File: src/hw/rtl/nsp_pkg.sv
package nsp_pkg;

  localparam int unsigned NIB_W       = 4;
  localparam int unsigned VALUE_W     = 64;
  localparam int unsigned CNT_W       = 5;
  localparam int unsigned BYTE_W      = 8;
  localparam int unsigned MAX_NIBBLES = 16;
  // A put of MAX_NIBBLES plus one held nibble yields at most eight bytes.
  localparam int unsigned BYTES_MAX   = 8;
  localparam int unsigned NB_W        = 4;
  localparam int unsigned IDX_W       = 3;
  localparam int unsigned QDEPTH      = 2;
  localparam int unsigned QPTR_W      = 1;
  localparam int unsigned QCNT_W      = 2;

  typedef enum logic [1:0] {
    OP_PUT     = 2'd0,
    OP_FLUSH   = 2'd1,
    OP_DISCARD = 2'd2
  } op_t;

  // One unit of work for the back end: the bytes already packed, low byte first.
  typedef struct packed {
    logic [VALUE_W-1:0] data;
    logic [NB_W-1:0]    nb;
  } job_t;

  // Queue status seen by the back end.
  typedef struct packed {
    logic nempty;
    job_t head;
  } qstat_t;

endpackage

File: src/hw/rtl/nsp_front.sv
module nsp_front (
  input  logic                        clk,
  input  logic                        rst_n,
  input  logic                        accept,
  input  logic [1:0]                  op,
  input  logic [nsp_pkg::VALUE_W-1:0] value,
  input  logic [nsp_pkg::CNT_W-1:0]   nibble_count,
  output logic                        push,
  output nsp_pkg::job_t               job
);
  import nsp_pkg::*;

  localparam int unsigned NNIB = MAX_NIBBLES + 1;

  logic [NIB_W-1:0]         held_r, held_nxt;
  logic                     holding_r, holding_nxt;
  logic [CNT_W-1:0]         eff_cnt;
  logic [CNT_W-1:0]         total;
  logic [CNT_W-1:0]         last_idx;
  logic [NNIB*NIB_W-1:0]    comb;
  logic [NIB_W-1:0]         nib_a [NNIB];
  logic [NB_W-1:0]          put_nb;

  assign eff_cnt  = (nibble_count > CNT_W'(MAX_NIBBLES)) ? CNT_W'(MAX_NIBBLES) : nibble_count;
  assign total    = eff_cnt + CNT_W'(holding_r);
  assign last_idx = total - CNT_W'(1);
  assign put_nb   = total[CNT_W-1:1];

  // The held nibble, if any, goes in front of the new ones.
  assign comb = holding_r ? {value, held_r} : {{NIB_W{1'b0}}, value};

  for (genvar g = 0; g < NNIB; g++) begin : g_nib
    assign nib_a[g] = comb[g*NIB_W +: NIB_W];
  end

  always_comb begin
    held_nxt    = held_r;
    holding_nxt = holding_r;
    job.data    = comb[VALUE_W-1:0];
    job.nb      = '0;
    case (op)
      OP_PUT: begin
        job.nb      = put_nb;
        holding_nxt = total[0];
        held_nxt    = total[0] ? nib_a[last_idx] : '0;
      end
      OP_FLUSH: begin
        job.data    = {{(VALUE_W-NIB_W){1'b0}}, held_r};
        job.nb      = NB_W'(holding_r);
        holding_nxt = 1'b0;
        held_nxt    = '0;
      end
      OP_DISCARD: begin
        holding_nxt = 1'b0;
        held_nxt    = '0;
      end
      default: begin
      end
    endcase
  end

  assign push = accept && (job.nb != '0);

  always_ff @(posedge clk) begin
    if (!rst_n) begin
      held_r    <= '0;
      holding_r <= 1'b0;
    end else if (accept) begin
      held_r    <= held_nxt;
      holding_r <= holding_nxt;
    end
  end

`ifndef ASSERT_OFF
  a_held_zero_when_empty: assert property (@(posedge clk) disable iff (!rst_n)
    !holding_r |-> held_r == '0)
    else $error("held nibble not cleared");
  a_put_nb_bound: assert property (@(posedge clk) disable iff (!rst_n)
    push |-> job.nb <= NB_W'(BYTES_MAX))
    else $error("job byte count too large");
  a_flush_clears: assert property (@(posedge clk) disable iff (!rst_n)
    (accept && (op == OP_FLUSH || op == OP_DISCARD)) |=> !holding_r)
    else $error("flush or discard left a nibble held");
`endif

endmodule

File: src/hw/rtl/nsp_queue.sv
module nsp_queue (
  input  logic            clk,
  input  logic            rst_n,
  input  logic            push,
  input  nsp_pkg::job_t   push_job,
  input  logic            pop,
  output logic            full,
  output nsp_pkg::qstat_t stat
);
  import nsp_pkg::*;

  job_t              mem_r [QDEPTH];
  logic [QPTR_W-1:0] wp_r, rp_r;
  logic [QCNT_W-1:0] cnt_r;

  assign full        = (cnt_r == QCNT_W'(QDEPTH));
  assign stat.nempty = (cnt_r != '0);
  assign stat.head   = mem_r[rp_r];

  always_ff @(posedge clk) begin
    if (!rst_n) begin
      wp_r  <= '0;
      rp_r  <= '0;
      cnt_r <= '0;
    end else begin
      if (push) wp_r <= wp_r + QPTR_W'(1);
      if (pop)  rp_r <= rp_r + QPTR_W'(1);
      cnt_r <= cnt_r + QCNT_W'(push) - QCNT_W'(pop);
    end
  end

  always_ff @(posedge clk) begin
    if (push) mem_r[wp_r] <= push_job;
  end

`ifndef ASSERT_OFF
  a_no_overflow: assert property (@(posedge clk) disable iff (!rst_n)
    full |-> !(push && !pop))
    else $error("queue overflow");
  a_no_underflow: assert property (@(posedge clk) disable iff (!rst_n)
    pop |-> stat.nempty)
    else $error("queue underflow");
  a_cnt_bound: assert property (@(posedge clk) disable iff (!rst_n)
    cnt_r <= QCNT_W'(QDEPTH))
    else $error("queue count out of range");
`endif

endmodule

File: src/hw/rtl/nsp_back.sv
module nsp_back (
  input  logic                       clk,
  input  logic                       rst_n,
  input  nsp_pkg::qstat_t            stat,
  output logic                       pop,
  output logic                       out_valid,
  input  logic                       out_stall,
  output logic [nsp_pkg::BYTE_W-1:0] out_byte,
  output logic                       out_last
);
  import nsp_pkg::*;

  logic [VALUE_W-1:0] data_r;
  logic [NB_W-1:0]    nb_r;
  logic [IDX_W-1:0]   idx_r;
  logic               busy_r;
  logic               out_valid_r;
  logic [BYTE_W-1:0]  out_byte_r;
  logic               out_last_r;
  logic               adv;
  logic               is_last;

  // A byte moves into the output register whenever that register is free or being taken.
  assign adv     = busy_r && (!out_valid_r || !out_stall);
  assign is_last = ({1'b0, idx_r} == nb_r - NB_W'(1));
  assign pop     = stat.nempty && (!busy_r || (adv && is_last));

  always_ff @(posedge clk) begin
    if (!rst_n) begin
      busy_r      <= 1'b0;
      idx_r       <= '0;
      out_valid_r <= 1'b0;
    end else begin
      if (adv) begin
        out_valid_r <= 1'b1;
      end else if (!out_stall) begin
        out_valid_r <= 1'b0;
      end
      if (pop) begin
        busy_r <= 1'b1;
        idx_r  <= '0;
      end else if (adv) begin
        idx_r <= idx_r + IDX_W'(1);
        if (is_last) busy_r <= 1'b0;
      end
    end
  end

  always_ff @(posedge clk) begin
    if (pop) begin
      data_r <= stat.head.data;
      nb_r   <= stat.head.nb;
    end
    if (adv) begin
      out_byte_r <= data_r[idx_r*BYTE_W +: BYTE_W];
      out_last_r <= is_last;
    end
  end

  assign out_valid = out_valid_r;
  assign out_byte  = out_byte_r;
  assign out_last  = out_last_r;

`ifndef ASSERT_OFF
  a_idx_in_job: assert property (@(posedge clk) disable iff (!rst_n)
    busy_r |-> ({1'b0, idx_r} < nb_r))
    else $error("byte index beyond job");
  a_job_nonempty: assert property (@(posedge clk) disable iff (!rst_n)
    busy_r |-> nb_r != '0)
    else $error("empty job loaded");
  a_pop_loads: assert property (@(posedge clk) disable iff (!rst_n)
    pop |=> busy_r && idx_r == '0)
    else $error("job not loaded after pop");
`endif

endmodule

File: src/hw/rtl/nibble_stream_packer_top.sv
// Nibble stream packer: packs 1 to 16 nibbles per put item into a byte stream, least
// significant nibble first, the earlier nibble of each byte in bits 3..0. At most one
// nibble is carried over between items; flush sends it out as a byte with a zero upper
// half and discard drops it. The front end accepts one item per cycle whenever the
// two-entry job queue has room, packs the bytes at once and tracks the carried nibble;
// the back end sends one byte per cycle while the receiver does not stall, from the head
// job through an output register, with out_last set on the final byte of each item. A
// put of 16 nibbles yields eight bytes; the sustained item rate is then set by the
// one-byte output register. Items that yield no byte (discard, op 3, a flush with
// nothing held, a put of zero nibbles with nothing held, a put that only leaves a nibble
// held) never enter the queue. The first byte of an item passes through the queue
// entry, the back end's job register and the output register before it appears.
module nibble_stream_packer_top (
  input  logic                        clk,
  input  logic                        rst_n,
  input  logic                        in_valid,
  output logic                        in_stall,
  input  logic [1:0]                  in_op,
  input  logic [nsp_pkg::VALUE_W-1:0] in_value,
  input  logic [nsp_pkg::CNT_W-1:0]   in_nibble_count,
  output logic                        out_valid,
  input  logic                        out_stall,
  output logic [nsp_pkg::BYTE_W-1:0]  out_byte,
  output logic                        out_last
);
  import nsp_pkg::*;

  logic   in_accept;
  logic   push;
  logic   pop;
  logic   q_full;
  job_t   job;
  qstat_t stat;

  // The input is held off only while the job queue is full.
  assign in_stall  = q_full;
  assign in_accept = in_valid && !in_stall;

  nsp_front u_front (
    .clk          (clk),
    .rst_n        (rst_n),
    .accept       (in_accept),
    .op           (in_op),
    .value        (in_value),
    .nibble_count (in_nibble_count),
    .push         (push),
    .job          (job)
  );

  nsp_queue u_queue (
    .clk      (clk),
    .rst_n    (rst_n),
    .push     (push),
    .push_job (job),
    .pop      (pop),
    .full     (q_full),
    .stat     (stat)
  );

  nsp_back u_back (
    .clk       (clk),
    .rst_n     (rst_n),
    .stat      (stat),
    .pop       (pop),
    .out_valid (out_valid),
    .out_stall (out_stall),
    .out_byte  (out_byte),
    .out_last  (out_last)
  );

endmodule

File: config.mk
export PLATFORM = sky130hd
export DESIGN_NAME = nibble_stream_packer_top
export DESIGN_NICKNAME = d
export VERILOG_FILES = /design/src/hw/rtl/nsp_pkg.sv /design/src/hw/rtl/nsp_front.sv /design/src/hw/rtl/nsp_queue.sv /design/src/hw/rtl/nsp_back.sv /design/src/hw/rtl/nibble_stream_packer_top.sv
export SDC_FILE = /design/constraint.sdc
export NUM_CORES = 1
export LEC_CHECK = 0
export BUFFER_PORTS_ARGS = -buffer_cell sky130_fd_sc_hd__buf_2
export CAP_MARGIN = 10
export CORE_UTILIZATION = 35
export CTS_BUF_LIST = sky130_fd_sc_hd__clkbuf_16
export DETAILED_ROUTE_END_ITERATION = 10
export HOLD_SLACK_MARGIN = 0.02
export PLACE_DENSITY = 0.6
export SYNTH_ARGS = -nofsm -noshare
export SYNTH_HDL_FRONTEND = slang
export SYNTH_HIERARCHICAL = 1
export SYNTH_SLANG_ARGS = --single-unit
File: constraint.sdc
create_clock -name clk -period 7.8 [get_ports clk]
set_clock_uncertainty 0.05 [all_clocks]
set_input_delay 1.17 -clock clk [delete_from_list [all_inputs] [get_ports clk]]
set_output_delay 1.17 -clock clk [all_outputs]
set_load 0.005 [all_outputs]
## Yosys cells after proc, flatten, opt, wreduce, memory -nomap -nowiden

Memory sizes are Yosys's and may differ from the RTL's. A register that Yosys moved wholly into a read port is not among the register bits.
Cells that the tools add are included.

| cells by class | value |
|---|---|
| reduce and logical (&&, ||, !) cells | 21 |
| shift-type cells | 1 |
| $add $sub $neg | 8 |
| mux-type cells | 17 |
| multipliers | 0 |
| divide/modulo/power cells | 0 |
| eq/ne operators | 5 |
| $lt $le $gt $ge | 2 |
| bitwise logic cells | 2 |

Operator list:

| kind | number |
|---|---|
| $mux W68 | 1 |
| $mux W64 | 1 |
| $shiftx A64 B7 Y8 | 1 |
| $bmux W4 S5 | 1 |
| $pmux W4 S2 | 2 |
| $mux W4 | 3 |
| $reduce_bool A2 Y1 | 4 |
| $mux W1 | 7 |
| $ge A6 B6 Y1 const B | 1 |
| $not A5 Y6 | 1 |
| $add A5 B1 Y5 | 1 |
| $gt A5 B5 Y1 const B | 1 |
| $logic_and A1 B1 Y1 | 5 |
| $mux W5 | 1 |
| $sub A5 B1 Y5 const B | 1 |
| $eq A2 B2 Y1 const B | 2 |
| $eq A3 B4 Y1 | 1 |
| $logic_not A1 Y1 | 4 |
| $reduce_and A2 Y1 | 2 |
| $reduce_bool A4 Y1 | 1 |
| $reduce_or A2 Y1 | 2 |
| $sub A4 B1 Y4 const B | 1 |
| $add A3 B1 Y3 const B | 1 |
| $add A1 B1 Y1 const B | 2 |
| 8 further kinds | 9 |

| word-level totals | value |
|---|---|
| memory bits (writable) | 136 |
| memories | 1 |
| memory bits (read-only) | 0 |
| register bits after elaboration | 23 |
| bits in latches | 0 |
| word-level logic and storage cells | 67 |
| input port bits | 75 |

Memory list:

| name | depth | bits a word | read ports | clocked after Yosys merged registers in | wr ports | RTL line | source |
|---|---|---|---|---|---|---|---|
| u_queue.mem_r | 2 | 68 | 1 | 1 | 1 | nsp_queue.sv:12 | `job_t mem_r [QDEPTH];` |

## Logic depth before layout (Yosys ltp)

Gate-level depths: netlist of run 1.

| logic depth | value |
|---|---|
| word-level depth | 10 |
| depth in mapped cells | 14 |
| depth with buffers taken out | 11 |

## Modules after synthesis

The synthesis of run 1 kept the hierarchy.

Modules (own cells, without submodules):

| module | area an instance (µm²) | seq. area each (µm²) | cells an instance | times used |
|---|---|---|---|---|
| nsp_queue | 5225.0 | 4184.0 | 233 | 1 |
| nsp_back | 3175.5 | 2412.3 | 144 | 1 |
| nsp_front | 2803.9 | 100.1 | 366 | 1 |
| nibble_stream_packer_top | 13.8 | 0.0 | 1 | 1 |

## Least setup slack after synthesis of run 1

No wires, ideal clock.

| timing | value |
|---|---|
| path type | in2reg |
| start | input in_nibble_count[4] (netlist bit) |
| end | memory u_queue/mem_r[0][0] (netlist bit) (enable) |
| required time | 7.247 ns |
| setup slack | 1.772 ns |
| arrival | 5.474 ns |
| stages on the path | 9 |
| library setup time | 0.503 ns |
| path through | buf_2 -> nor2b_1 -> ha_1 -> ha_1 -> buf_4 -> xnor2_1 -> nor2b_1 -> o41a_1 -> nor2b_1 |

RTL lines:

| element | RTL line | source |
|---|---|---|
| start: declaration | nibble_stream_packer_top.sv:20 | `input logic [nsp_pkg::CNT_W-1:0] in_nibble_count,` |
| end: declaration | nsp_queue.sv:12 |  |

## Worst setup path in the final report of run 1

| timing | value |
|---|---|
| start | input in_nibble_count[4] (netlist bit) |
| end | register u_front.held_r[3] |

| between the ends | value |
|---|---|
| longest elaborated chain between the ends | 10 |

Ends and longest elaborated chain:

| element | RTL line | source |
|---|---|---|
| $gt A5 B5 Y1 | nsp_front.sv:24 | `assign eff_cnt = (nibble_count > CNT_W'(MAX_NIBBLES)) ? CNT_W'(MAX_NIBBLES) : nibble_count;` |
| $mux W5 * | nsp_front.sv:24 |  |
| $add A5 B1 Y5 * | nsp_front.sv:25 | `assign total = eff_cnt + CNT_W'(holding_r);` |
| $sub A5 B1 Y5 | nsp_front.sv:26 | `assign last_idx = total - CNT_W'(1);` |
| $not A5 Y6 (implied by the code) | nsp_front.sv:45 | `held_nxt = total[0] ? nib_a[last_idx] : '0;` |
| $bmux W4 S5 | nsp_front.sv:45 |  |
| $mux W4 (implied by the code) (2 in a row) | nsp_front.sv:45 |  |
| $mux W4 * | nsp_front.sv:45 |  |
| $pmux W4 S2 * | nsp_front.sv:41 | `case (op)` |
| end signal: assignment | nsp_front.sv:69 | `held_r <= held_nxt;` |
| end: declaration | nsp_front.sv:15 | `logic [NIB_W-1:0] held_r, held_nxt;` |

Every way passes the cells marked *; elsewhere a longest branch is shown, timed or not. The select of a mux whose other input is x is not followed.
A chain may end at the register's enable or synchronous reset.

==> results.cfg, run 1 <==
[run_status]
status = complete, no violations

[hold_path]
min_path_type = reg2reg
min_to = u_front/held_r[2]
holdPathStages = 2
worstHoldStart = u_front/held_r[2]

[detailed_routing]
antenna_left = 0
totalWireLength_um = 24800
drt_iter0_drc = 409
drtPass1Iterations = 5
via_per_inst = 5.06
vias = 6267
drcViolationCount = 0
wl_per_cell_um = 20.0

[worst_setup_path]
critPathMaxFanout = 79
crit_type = in2reg
worstRegToRegCells = 10
path_cells = buf_2, nor2b_1, ha_4, buf_4, inv_1, ha_1, clkinv_1, mux4_2, mux2i_1, a21oi_1, a211o_1, a22oi_1
cp.required_ns = 8.17
slowest_stage = buf_4
end_kind = flop
cp.arrival_ns = 4.59
slowest_delay_ns = 0.77
reg2reg_from = u_front/holding_r
crit-reg2reg-capture = u_front/held_r[3]
r2r_slack_ns = 3.86
start_kind = input port

[synthesis]
ys_seq_area_share_pct = 59.7
synth_top_area_share_pct = 57.0
async_flop_share_pct = 0
synth_top_cell_by_area = edfxtp_1
synthesis.area_um2 = 11200
synthesis.nets = 829
ys_seq_elements = 228
yosysMostFrequentCell = edfxtp_1
synth.area.top_cells = edfxtp_1, mux2i_1, mux2_2
yosysWarnings = 6
synth.distinct_cells = 56
synthTopCellsByCount = edfxtp_1, mux2i_1, mux2_2
synth_edf_count = 213
syn_inst = 744
syn_area_per_cell_um2 = 15.1
synth_ff_type = edfxtp_1

[clock_tree]
cts_resized = 0
cts_buffer_depth = 3
clk_pin_slew_ns = 0.06
cts_setup_buffers = 0
clockRootBuffer = clkbuf_16
clk_latency_ns = 0.51
cts_buffers = 24
htreeDepth = 1
tritoncts = done
postCtsHoldBufs = 0
clock-sinks = 228

[timing]
worst_pin_slew_ns = 1.04
fin_setup_tns_ns = 0
hold_ws_ns = 0.476
setup_viol = 0
max_slew_margin_pct = 30.6
finalHoldViolCount = 0
period_share_pct = 54.1
maxSlewViolCount = 0
fmax_mhz = 237
period_minus_slack_ns = 4.22
rsz0062_at_grt = no

[global_route]
antenna_found_initial = 2
grtUsageTotal_pct = 15.2
grt_pass1_vias = 6254
grt_max_degree = 83
grt_overflow = 0
grt_pass1_wl_um = 38200

[floorplan]
dieArea_um2 = 32800
std_cell_rows = 65
core_um2 = 31600
initial_core_util_pct = 35.6
ios = 86
die_h_um = 181
die_w_um = 181

[pwr]
leakagePower_nw = 4.38
p_per_area_nw_per_um2 = 283
peakVddDrop_mv = 0.112

[finish]
final_util_pct = 40.2
area_growth_pct = 13.0
post-route-cell-area_um2 = 12700
drive_above_1_share_pct = 28.0
diodes = 0
fin_cells = 1238
layout.nets = 903
nFillCells = 2908

[place]
portBuffers = 85
place_inst = 1194
place.gp.congestion = 0.825
place_hpwl_um = 16900
postPlaceCellArea_um2 = 12000

[job]
drv_cap = 0
[cell families (layout without fill, tap and decap cells)]
logic type               count (synthesis)  in the layout  synth area share [%]
AND/OR/NAND/NOR                        144            144                  6.08
AO/OA/AOI/OAI                           73             73                  4.56
buffers and inverters                   56            148                  2.99
XOR/XNOR                                12             12                  1.19
adder cells (fa/ha/maj)                 10             10                  1.12
flip-flops                             228            228                  59.7
multiplexers                           221            221                  24.4
[layout make-up]
class	count	area (um2)	area share, %
tap	402	503	3.97
clock buffer	25	626	4.93
sequential	228	6700	52.9
inverter	10	37.5	0.296
timing repair buffer	94	493	3.89
clock inverter	19	106	0.839
multi-input combinational	460	4210	33.2
[how the worst max path moves through the flow]
stage	start	end	slack (ns)
floorplan	in_nibble_count[4]	u_queue/mem_r[0][0]	1.77
global placement	in_nibble_count[4]	u_front/held_r[3]	3.22
detailed placement	in_nibble_count[4]	u_front/held_r[3]	3.10
CTS	in_nibble_count[4]	u_front/held_r[3]	3.62
global route	in_nibble_count[4]	u_front/held_r[3]	3.28
finish	in_nibble_count[4]	u_front/held_r[3]	3.58
[worst max-delay path, delay by kind of cell]
family,cells,cell delay [ns]
multiplexers,2,0.54
AND/OR/NAND/NOR,1,0.09
adder cells (fa/ha/maj),2,0.75
buffers and inverters,4,1.47
AO/OA/AOI/OAI,3,0.54
[through the flow]
stage | power [mW] | worst slack, ns
2_1_floorplan | 2.34 | 1.77
3_3_place_gp | 2.57 | 3.22
3_5_place_dp | 2.59 | 3.10
4_1_cts | 3.64 | 3.62
5_1_grt | 3.76 | 3.28
6_report | 3.59 | 3.58
[metal layers]
metal  wire length [um]  share of wire, %  GRT usage, %
met1              10600                43          19.5
met5                 33              0.13             0
met2              12700                51          27.0
met3               1060               4.3          1.94
met4                464               1.9          3.90
[cells in the final DEF, fill, tap and decap left out, drive strengths merged, types with 2 or more instances in the layout]
master,instances
a2111oi,4
a211o,3
a211oi,17
a21oi,14
a22oi,3
and2,7
and4,2
buf,94
clkbuf,25
clkinv,7
dfxtp,15
edfxtp,213
ha,10
inv,21
mux2,89
mux2i,110
mux4,22
nand2,25
nand2b,3
nand3,2
nor2,66
nor2b,26
nor3,6
o21a,2
o21ai,11
o22ai,4
o31ai,4
or2,3
xnor2,4
xnor3,2
xor2,6
[report_power, final]
group	internal (mW)	switching [mW]
clock	0.609	0.444
sequential	1.65	0.0665
combinational	0.362	0.459
total	2.63	0.969
[flip-flops by register name (all words and copies together) (netlist names), named ones only]
signal	cells
u_back/out_byte	8
u_queue/wp_r	1
u_back/nb_r	4
u_queue/mem_r	136
u_back/data_r	64
u_back/out_last	1
u_back/busy_r	1
u_front/holding_r	1
u_back/out_valid	1
u_back/idx_r	3
u_queue/cnt_r	2
u_front/held_r	4
u_queue/rp_r	1
(Power assumes the default switching activity.)
==> run 2: changes to the inputs <==
--- a/config.mk
+++ b/config.mk
@@ -11,7 +11,7 @@
 export CTS_BUF_LIST = sky130_fd_sc_hd__clkbuf_16
 export DETAILED_ROUTE_END_ITERATION = 10
 export HOLD_SLACK_MARGIN = 0.02
-export PLACE_DENSITY = 0.6
+export PLACE_DENSITY = 0.62
 export SYNTH_ARGS = -nofsm -noshare
 export SYNTH_HDL_FRONTEND = slang
 export SYNTH_HIERARCHICAL = 1
==> constraint.sdc (replaced) <==
create_clock -name clk -period 3.5 [get_ports clk]
set_clock_uncertainty 0.05 [all_clocks]
set_input_delay 0.525 -clock clk [delete_from_list [all_inputs] [get_ports clk]]
set_output_delay 0.525 -clock clk [all_outputs]
set_load 0.005 [all_outputs]
==> results.cfg, run 2 (synthesis results as in run 1) <==
[floorplan]
core_um2 = 31600
die_h_um = 181
die_w_um = 181
std_cell_rows = 65
dieArea_um2 = 32800
initial_core_util_pct = 35.6
ios = 86

[detailed_routing]
antenna_left = 0
vias = 6366
drcViolationCount = 0
totalWireLength_um = 25000
drtPass1Iterations = 5
wl_per_cell_um = 20.1
via_per_inst = 5.12
drt_iter0_drc = 422

[place]
place_inst = 1204
portBuffers = 85
preCtsSetupSlack_ns = 0.106
place.gp.congestion = 0.846
place_hpwl_um = 17400
postPlaceCellArea_um2 = 12100

[hold_path]
min_path_type = in2reg
holdPathStages = 3

[pwr]
p_per_area_nw_per_um2 = 613
power_mw = 7.81
leakagePower_nw = 4.39
peakVddDrop_mv = 0.280

[job]
drv_cap = 0

[finish]
final_util_pct = 40.4
mostFrequentLayoutCell = edfxtp_1
layout.nets = 911
largest_reg_flops = 136
area_growth_pct = 13.6
fin_cells = 1244
layout_common_cells = edfxtp_1, mux2i_1, buf_2
regMostFlops = u_queue/mem_r
drive_above_1_share_pct = 28.5
post-route-cell-area_um2 = 12700
diodes = 0

[worst_setup_path]
worstRegToRegCells = 10
crit_type = reg2reg
cp.arrival_ns = 3.33
start_kind = flop
critPathMaxFanout = 10
cp.required_ns = 3.87
end_kind = flop

[timing]
period_minus_slack_ns = 2.96
max_slew_margin_pct = 22.7
rsz0062_at_grt = no
hold_ws_ns = 0.266
fin_setup_tns_ns = 0
worst_pin_slew_ns = 1.16
period_share_pct = 84.5
fmax_mhz = 338
layout_setup_ws_ns = 0.542
setup_viol = 0
finalHoldViolCount = 0
maxSlewViolCount = 0

[clock_tree]
cts_resized = 0
tritoncts = done
cts_buffers = 22
postCtsHoldBufs = 0
clock-sinks = 228
cts_setup_buffers = 0
clk_latency_ns = 0.50
cts_buffer_depth = 3
clockRootBuffer = clkbuf_16
clk_pin_slew_ns = 0.06
htreeDepth = 1

[global_route]
grt_pass1_vias = 6249
grt_pass1_wl_um = 37800
antenna_found_initial = 0
grt_max_degree = 110
grtUsageTotal_pct = 15.1
grt_overflow = 0

[run_status]
status = complete, no violations
## run 2: cell types whose count changed in the layout (fill, tap and decap cells not counted), sizes merged
cell    delta
buf       +10
clkinv     +4
bufinv     -1
clkbuf     -2
inv        -5
## run 2: critical path, stage by stage (launching register included)
cell	delay (ns)
dfxtp_4	0.37
ha_4	0.16
ha_1	0.31
inv_1	0.05
ha_1	0.43
clkinv_1	0.40
mux4_2	0.40
mux2i_1	0.19
a21oi_1	0.06
a211o_1	0.28
a22oi_1	0.18
## run 2: layer usage
layer | vias up | routed length, um | share of wire [%] | track usage [%]
met3 | 37 | 1060 | 4.2 | 1.69
met1 | 3141 | 11400 | 46 | 21.1
met2 | 157 | 11900 | 48 | 24.8
li1 | 3031 | - | - | -
met5 | - | 0 | 0 | 0
met4 | 0 | 596 | 2.4 | 4.81
## run 2: final timing paths
check	end	slack [ns]	start
setup reg to reg	u_front/held_r[1]	0.54	u_front/holding_r
hold reg to reg	u_front/held_r[0]	0.48	u_front/held_r[0]
setup / recovery	u_front/held_r[1]	0.54	u_front/holding_r
hold / removal	u_back/out_valid	0.27	out_stall
## run 2: cell type report
cell class / count / area (um2)
fillers: 2884 / 18800
flip-flops and latches: 228 / 6700
multi-input cells: 460 / 4210
repair buffers: 104 / 643
clock buffers: 23 / 576
well taps: 402 / 503
clock inverters: 17 / 67.6
inverters: 10 / 37.5
## run 2: report_power, final
part           switching (mW)  internal [mW]  leakage [nW]
Sequential              0.239           3.68          2.09
Clock                   0.943           1.18         0.343
Combinational           0.934          0.835          1.95
